`config.mk`:
```
export PLATFORM = sky130hd
export DESIGN_NAME = ajb_ctrl
export DESIGN_NICKNAME = d
export VERILOG_FILES = /design/src/rtl/core/ajb_pkg.sv /design/src/rtl/core/ajb_ctrl.sv
export SDC_FILE = /design/constraint.sdc
export NUM_CORES = 1
export LEC_CHECK = 0
export ABC_CLOCK_PERIOD_IN_PS = 1100
export BUFFER_PORTS_ARGS = -buffer_cell sky130_fd_sc_hd__buf_2
export CORE_AREA = 2 2 39 41
export DETAILED_ROUTE_END_ITERATION = 6
export DIE_AREA = 0 0 41 43
export GPL_TIMING_DRIVEN = 1
export HOLD_SLACK_MARGIN = 0.03
export PLACE_DENSITY = 0.4
export REMOVE_ABC_BUFFERS = 1
export SYNTH_ARGS = -nofsm -noshare
export SYNTH_HDL_FRONTEND = slang
export SYNTH_SLANG_ARGS = --single-unit
```
`constraint.sdc`:
```
create_clock -name clk -period 1.1 [get_ports clk]
set_input_delay 0.22 -clock clk [delete_from_list [all_inputs] [get_ports clk]]
set_output_delay 0.22 -clock clk [all_outputs]
set_load 0.02 [all_outputs]
```
`src/rtl/core/ajb_pkg.sv`:
```
// ----------------------------------------------------------------------------
// ajb_pkg
// Shared sizes, register indexes and control types of the audio jitter buffer.
// ----------------------------------------------------------------------------
package ajb_pkg;

    // ring and block sizing
    localparam int RING_DEPTH   = 16384;
    localparam int MAX_FRAMES   = 64;
    localparam int MAX_CHANNELS = 8;

    localparam int PTR_W   = $clog2(RING_DEPTH);
    localparam int FILL_W  = $clog2(RING_DEPTH + 1);
    localparam int FRAME_W = $clog2(MAX_FRAMES + 1);
    localparam int WANT_W  = $clog2(MAX_FRAMES * MAX_CHANNELS + 1);
    localparam int OFF_W   = WANT_W + 1;

    // fixed field widths
    localparam int SAMPLE_W   = 24;
    localparam int REQ_W      = 7;
    localparam int CH_W       = 4;
    localparam int THR_W      = 15;
    localparam int CNT_W      = 32;
    localparam int FILL_OUT_W = 15;
    localparam int CFG_ADDR_W = 2;
    localparam int CFG_DATA_W = 15;

    // compare widths
    localparam int THR_CMP_W  = (FILL_W > THR_W) ? FILL_W : THR_W;
    localparam int WANT_CMP_W = (FILL_W > WANT_W) ? FILL_W : WANT_W;

    // configuration register indexes
    localparam logic [CFG_ADDR_W-1:0] REG_CHANNEL_COUNT   = CFG_ADDR_W'(0);
    localparam logic [CFG_ADDR_W-1:0] REG_PRIME_THRESHOLD = CFG_ADDR_W'(1);

    // configuration reset values
    localparam logic [CH_W-1:0]  CHANNEL_COUNT_RST   = CH_W'(1);
    localparam logic [THR_W-1:0] PRIME_THRESHOLD_RST = THR_W'(4800);

    // input action codes
    localparam logic ACT_PUSH = 1'b0;
    localparam logic ACT_TICK = 1'b1;

    // commands from controller to datapath
    typedef struct packed {
        logic push;       // write one sample if room
        logic tick_load;  // latch request, channels and sample demand
        logic calc;       // settle priming, read length and counters
        logic rd_issue;   // launch ring read for current frame
        logic load;       // move one frame into the output register
    } ajb_cmd_t;

    // status from datapath to controller
    typedef struct packed {
        logic in_tick;     // offered item is a tick
        logic req_zero;    // offered tick asks for no frames
        logic last_frame;  // current frame closes the block
        logic out_free;    // output register can take a frame
    } ajb_stat_t;

    // ring pointer advance with wrap, n never exceeds the depth
    function automatic logic [PTR_W-1:0] ring_add(input logic [PTR_W-1:0] base,
                                                  input logic [PTR_W:0]   n);
        logic [PTR_W:0] sum;
        sum = {1'b0, base} + n;
        if (sum >= (PTR_W + 1)'(RING_DEPTH))
        begin
            sum = sum - (PTR_W + 1)'(RING_DEPTH);
        end
        return sum[PTR_W-1:0];
    endfunction

endpackage

```
`src/rtl/core/ajb_ctrl.sv`:
```
// ----------------------------------------------------------------------------
// ajb_ctrl
// Sequencer of the audio jitter buffer: takes beats, runs the per-block
// calculation and steps through the frames of a tick.
// ----------------------------------------------------------------------------
module ajb_ctrl import ajb_pkg::*; (
    input  logic      clk,
    input  logic      rst_n,
    input  logic      in_valid,
    output logic      in_ready,
    input  ajb_stat_t stat,
    output ajb_cmd_t  cmd
);

    localparam logic [1:0] ST_IDLE = 2'd0;
    localparam logic [1:0] ST_CALC = 2'd1;
    localparam logic [1:0] ST_READ = 2'd2;
    localparam logic [1:0] ST_LOAD = 2'd3;

    logic [1:0] state_reg, state_next;

    // next state and commands
    always_comb
    begin
        state_next = state_reg;
        cmd        = '0;
        in_ready   = 1'b0;
        unique case (state_reg)
            ST_IDLE:
            begin
                in_ready = 1'b1;
                if (in_valid)
                begin
                    if (!stat.in_tick)
                    begin
                        cmd.push = 1'b1;
                    end
                    else if (!stat.req_zero)
                    begin
                        cmd.tick_load = 1'b1;
                        state_next    = ST_CALC;
                    end
                end
            end
            ST_CALC:
            begin
                cmd.calc   = 1'b1;
                state_next = ST_READ;
            end
            ST_READ:
            begin
                cmd.rd_issue = 1'b1;
                state_next   = ST_LOAD;
            end
            ST_LOAD:
            begin
                if (stat.out_free)
                begin
                    cmd.load   = 1'b1;
                    state_next = stat.last_frame ? ST_IDLE : ST_READ;
                end
            end
            default:
            begin
                state_next = ST_IDLE;
            end
        endcase
    end

    // state register
    always_ff @(posedge clk or negedge rst_n)
    begin
        if (!rst_n)
        begin
            state_reg <= ST_IDLE;
        end
        else
        begin
            state_reg <= state_next;
        end
    end

    // input taken only while idle
    a_ready_idle: assert property (@(posedge clk) disable iff (!rst_n)
        cmd.load |-> !in_ready)
        else $error("beat taken during block");

    // calculation always follows a tick load
    a_calc_after_load: assert property (@(posedge clk) disable iff (!rst_n)
        cmd.tick_load |=> cmd.calc)
        else $error("calc did not follow tick load");

endmodule
```
== After elaboration in Yosys (flattened, before gate mapping) ==
Index checks and enable logic that the tools add are counted.

* Eq/ne operators: 7
* Bitwise gates (word level): 0
* Reductions and logical operators: 2
* Div/mod/pow operators: 0
* Multiply operators: 0
* Multiplexer cells: 16
* Order comparisons: 0
* Shift-type cells: 0
* Add/subtract/negate cells: 0

{| class="wikitable"
|+ Operators by type and width
! operator !! number
|-
| two-way mux 2 bit || 7
|-
| two-way mux 1 bit || 8
|-
| != test 2 bit (second input constant) || 4
|-
| one-hot mux 2 bit (4 select lines) || 1
|-
| equality test 2 bit (second input constant) || 2
|-
| AND reduction 4 bit || 1
|-
| equality test 2 x 1 -> 1 bit (second input constant) || 1
|-
| logical NOT 2 bit || 1
|}

* Bits in writable memories: 0
* Word-level logic and storage cells: 26
* Memories: 0
* Flip-flop bits (word level): 2
* Latch bits: 0
* ROM bits: 0
* Output and inout bits: 6

== Longest topological paths before layout ==
* Word-level depth: 4
* Gate-level depth with buffers: 2
* Depth with buffers taken out: 2

== Least setup slack after synthesis ==
OpenSTA, ideal clock, no wires.

* Path kind: reg2out
* Start: register state_reg[1]
* End: output cmd[4] (netlist bit)
* Data required time: 0.880 ns
* Data arrival time: 1.183 ns
* Setup slack: -0.303 ns
* Cell stages (with the launch flop): 2
* Cells stage by stage: dfrtp_1 -> nor4b_1

{| class="wikitable"
|+ RTL lines
! item !! line !! RTL
|-
| start: declaration || ajb_ctrl.sv:20 || <nowiki>logic [1:0] state_reg, state_next;</nowiki>
|-
| start signal: assignment || ajb_ctrl.sv:79 || <nowiki>state_reg <= state_next;</nowiki>
|-
| end: declaration || ajb_ctrl.sv:12 || <nowiki>output ajb_cmd_t cmd</nowiki>
|}

==> results by group <==
Status
  – Status: complete, but fails checks
  – Failing checks: negative setup slack

Routing
  – Initial drt markers: 0
  – Avg WL per Cell: 10.35 um
  – Vias: 163
  – Drt pass-1 iters: 1
  – Antenna Nets Post-Route: 0
  – DR DRC count: 0
  – Routed WL: 476 um
  – Via density: 3.543

Clocking
  – CTS tree: yes
  – CTS Buffer Depth: 2
  – CTS sink cnt: 2
  – Num CTS Buffers: 3
  – H-tree Lvls: 1
  – Clk pin slew, worst setup/hold paths: 0.03 ns
  – Setup repair bufs after CTS: 0
  – CTS root buffer: clkbuf_4
  – Worst-Skew Late Latency: about 0.22 ns

Layout
  – ANT cells: 0
  – Area delta synth->final: 132.7%
  – Layout cells sized above 1: approximately four fifths
  – Largest register FFs: 2
  – Fin nets: 39

Synth
  – Synth Area in Adders: 0%
  – Synthesized area: between 100 and 150 um2
  – Complex-gate fraction of the synthesized area: about an eighth
  – Largest family of logic cells by synthesized area: simple AND/OR/NAND/NOR gates
  – Yosys Warn Count: 0
  – Post-synthesis mux area share: 0%
  – Post-synthesis sequential area ratio: roughly two fifths
  – Post-Synth Simple-Gate Area: 49.04%
  – Post-Synthesis Mean Instance Area: 10.84 um2
  – Post-Syn Instances: 12
  – XOR/XNOR Fraction of Synth Area: 0%
  – Flops & latches, synth: 2
  – Netlist cell types: 10

STA
  – RSZ-0062 raised after global routing: true
  – Final worst slack: -0.2271 ns
  – Fin Hold WS: 0.1663 ns
  – Final Cycle Share: 120.6%
  – Pins Over Slew Limit: 0
  – Final Hold Fails: 0
  – Worst-Margin Slew: 0.2307 ns
  – Clock Skew: between 0.0015 and 0.002 ns
  – Max Clk Rate: approximately 0.75 GHz
  – Tmin final: 1.327 ns
  – Final TNS setup: -1.204 ns
  – Headroom to the max-slew limit: a little over four fifths
  – # setup viols final: 6

Critical path
  – Worst Path Arrival: 1.11 ns
  – Critical Path Source: state_reg[1]
  – CP Capture Type: output port
  – Critical Path Start Type: flip-flop
  – CP max FO: 3
  – Setup CP Type: reg -> out
  – Reg-to-reg startpoint: state_reg[1]
  – Critical Path RT: 0.88 ns

GRT
  – Gr ovfl total: 0
  – Vias in the first global route: 172
  – Gr usage total: 6.319%
  – Initial antenna violation count: 0
  – First-pass GRT wire length: 676 um
  – Largest net degree at the start of global routing: 8

Die
  – Initial core utilization: 9.403%
  – Top-level I/O count: 13
  – Core area: 1384 um2
  – Die Wd: 41 um
  – DIE AREA: 1763 um2
  – Site row count: 14
  – Die H: approximately 43 um

Min path
  – HP Start: stat[1]
  – Hold Crit Class: in -> reg

Pwr
  – Power Internal: 454.5 uW
  – Lkg Pwr: around 0.00015 uW
  – Clock power share: around 22%
  – Psw: 268.0 uW
  – Pwr/cell area: 2386 nW/um2
  – Logic pwr share: ~55%
  – Power Total: 722.5 uW
  – Register share of total power: 22.9%
  – Peak VDD IR: 0.7947 mV
  – Net Sw Frac: 37.09%

Placement
  – Port Buf Inserts: 12
  – Routability cong.: 0.6804
  – Setup WS pre-CTS: -0.02982 ns

Run
  – Max Cap Viol: 0
power by group through the flow:
| stage | Sequential, uW | Combinational [uW] | Clock [uW] |
|---|---|---|---|
| finish | 165 | 397 | 160 |
| global placement | 155 | 297 | 0 |
| global route | 174 | 425 | 178 |
| floorplan | 148 | 178 | 0 |
| detailed placement | 154 | 301 | 0 |
| CTS | 158 | 355 | 173 |
layer usage:
metal  part of all wire (%)  global-route usage (%)  vias to the layer above
met5                      0                       0                        -
met1                     57                   9.615                       68
li1                       -                       -                       82
met2                     33                   5.625                       13
met4                      0                   8.000                        0
met3                    9.9                   1.571                        0
synth_stat cells, drive strengths merged:
| library cell | number | area, um2 |
|---|---|---|
| a21o | 1 | 7.510 |
| a21oi | 1 | 8.760 |
| and2b | 2 | 17.52 |
| and3 | 1 | 7.510 |
| and4b | 1 | 10.01 |
| dfrtp | 2 | 50.05 |
| nand2 | 1 | 3.750 |
| nor2 | 1 | 6.260 |
| nor4b | 1 | 8.760 |
| nor4bb | 1 | 10.01 |
cells by family after synthesis:
kind of cell	after synthesis
DFF	2
AOI/OAI and AO/OA	2
and+or+nand+nor	8
critical path, cell delays in order (launching register included):
cell	delay, ns
dfrtp_1	0.41
nor2_2	0.13
and4b_1	0.22
buf_6	0.12
what timing repair did:
action                                  in CTS  in global routing
cloned                                       0                  0
gates resized for setup                      9                  5
endpoints found under the setup margin       6                  6
hold buffers                                 1                  0
endpoints found under the hold margin        2                  0
pin swaps                                    1                  0
cells in the final DEF, fill, tap and decap left out:
cell           n
clkbuf_4       3
a21oi_2        1
a21o_1         1
buf_6          6
and3_2         1
and4b_1        1
nor2_2         1
dfrtp_1        1
nand2_1        1
dlygate4sd3_1  1
buf_4          2
dfrtp_2        1
nor4bb_1       1
nor4b_2        1
and2b_2        2
buf_2          6
stage by stage:
step           util (%)  instances  area (um2)
6_report          21.88         46       302.8
4_1_cts           20.52         46       284.0
2_1_floorplan         -         12       130.1
5_1_grt           21.88         46       302.8
3_5_place_dp      16.27         42       225.2
3_3_place_gp      16.27         42       225.2
cell type report:
type | count | area [um2]
fill | 150 | 1081
timing repair buffer | 15 | 122.6
multi-input combinational | 10 | 86.33
sequential | 2 | 51.30
clock buffer | 3 | 22.52
tap | 16 | 20.02
path summary, 6_finish.rpt:
kind / endpoint / cells after the start / slack, ns
worst max register to register: state_reg[1] / 3 / 0.15
worst min-delay path: state_reg[1] / 2 / 0.17
worst min register to register: state_reg[0] / 2 / 0.65
max in group asynchronous: state_reg[0] / 2 / 0.67
worst max-delay path: cmd[3] / 3 / -0.23
min in group asynchronous: state_reg[0] / 2 / 0.32
Note: power is estimated with default switching activity, not from simulation.
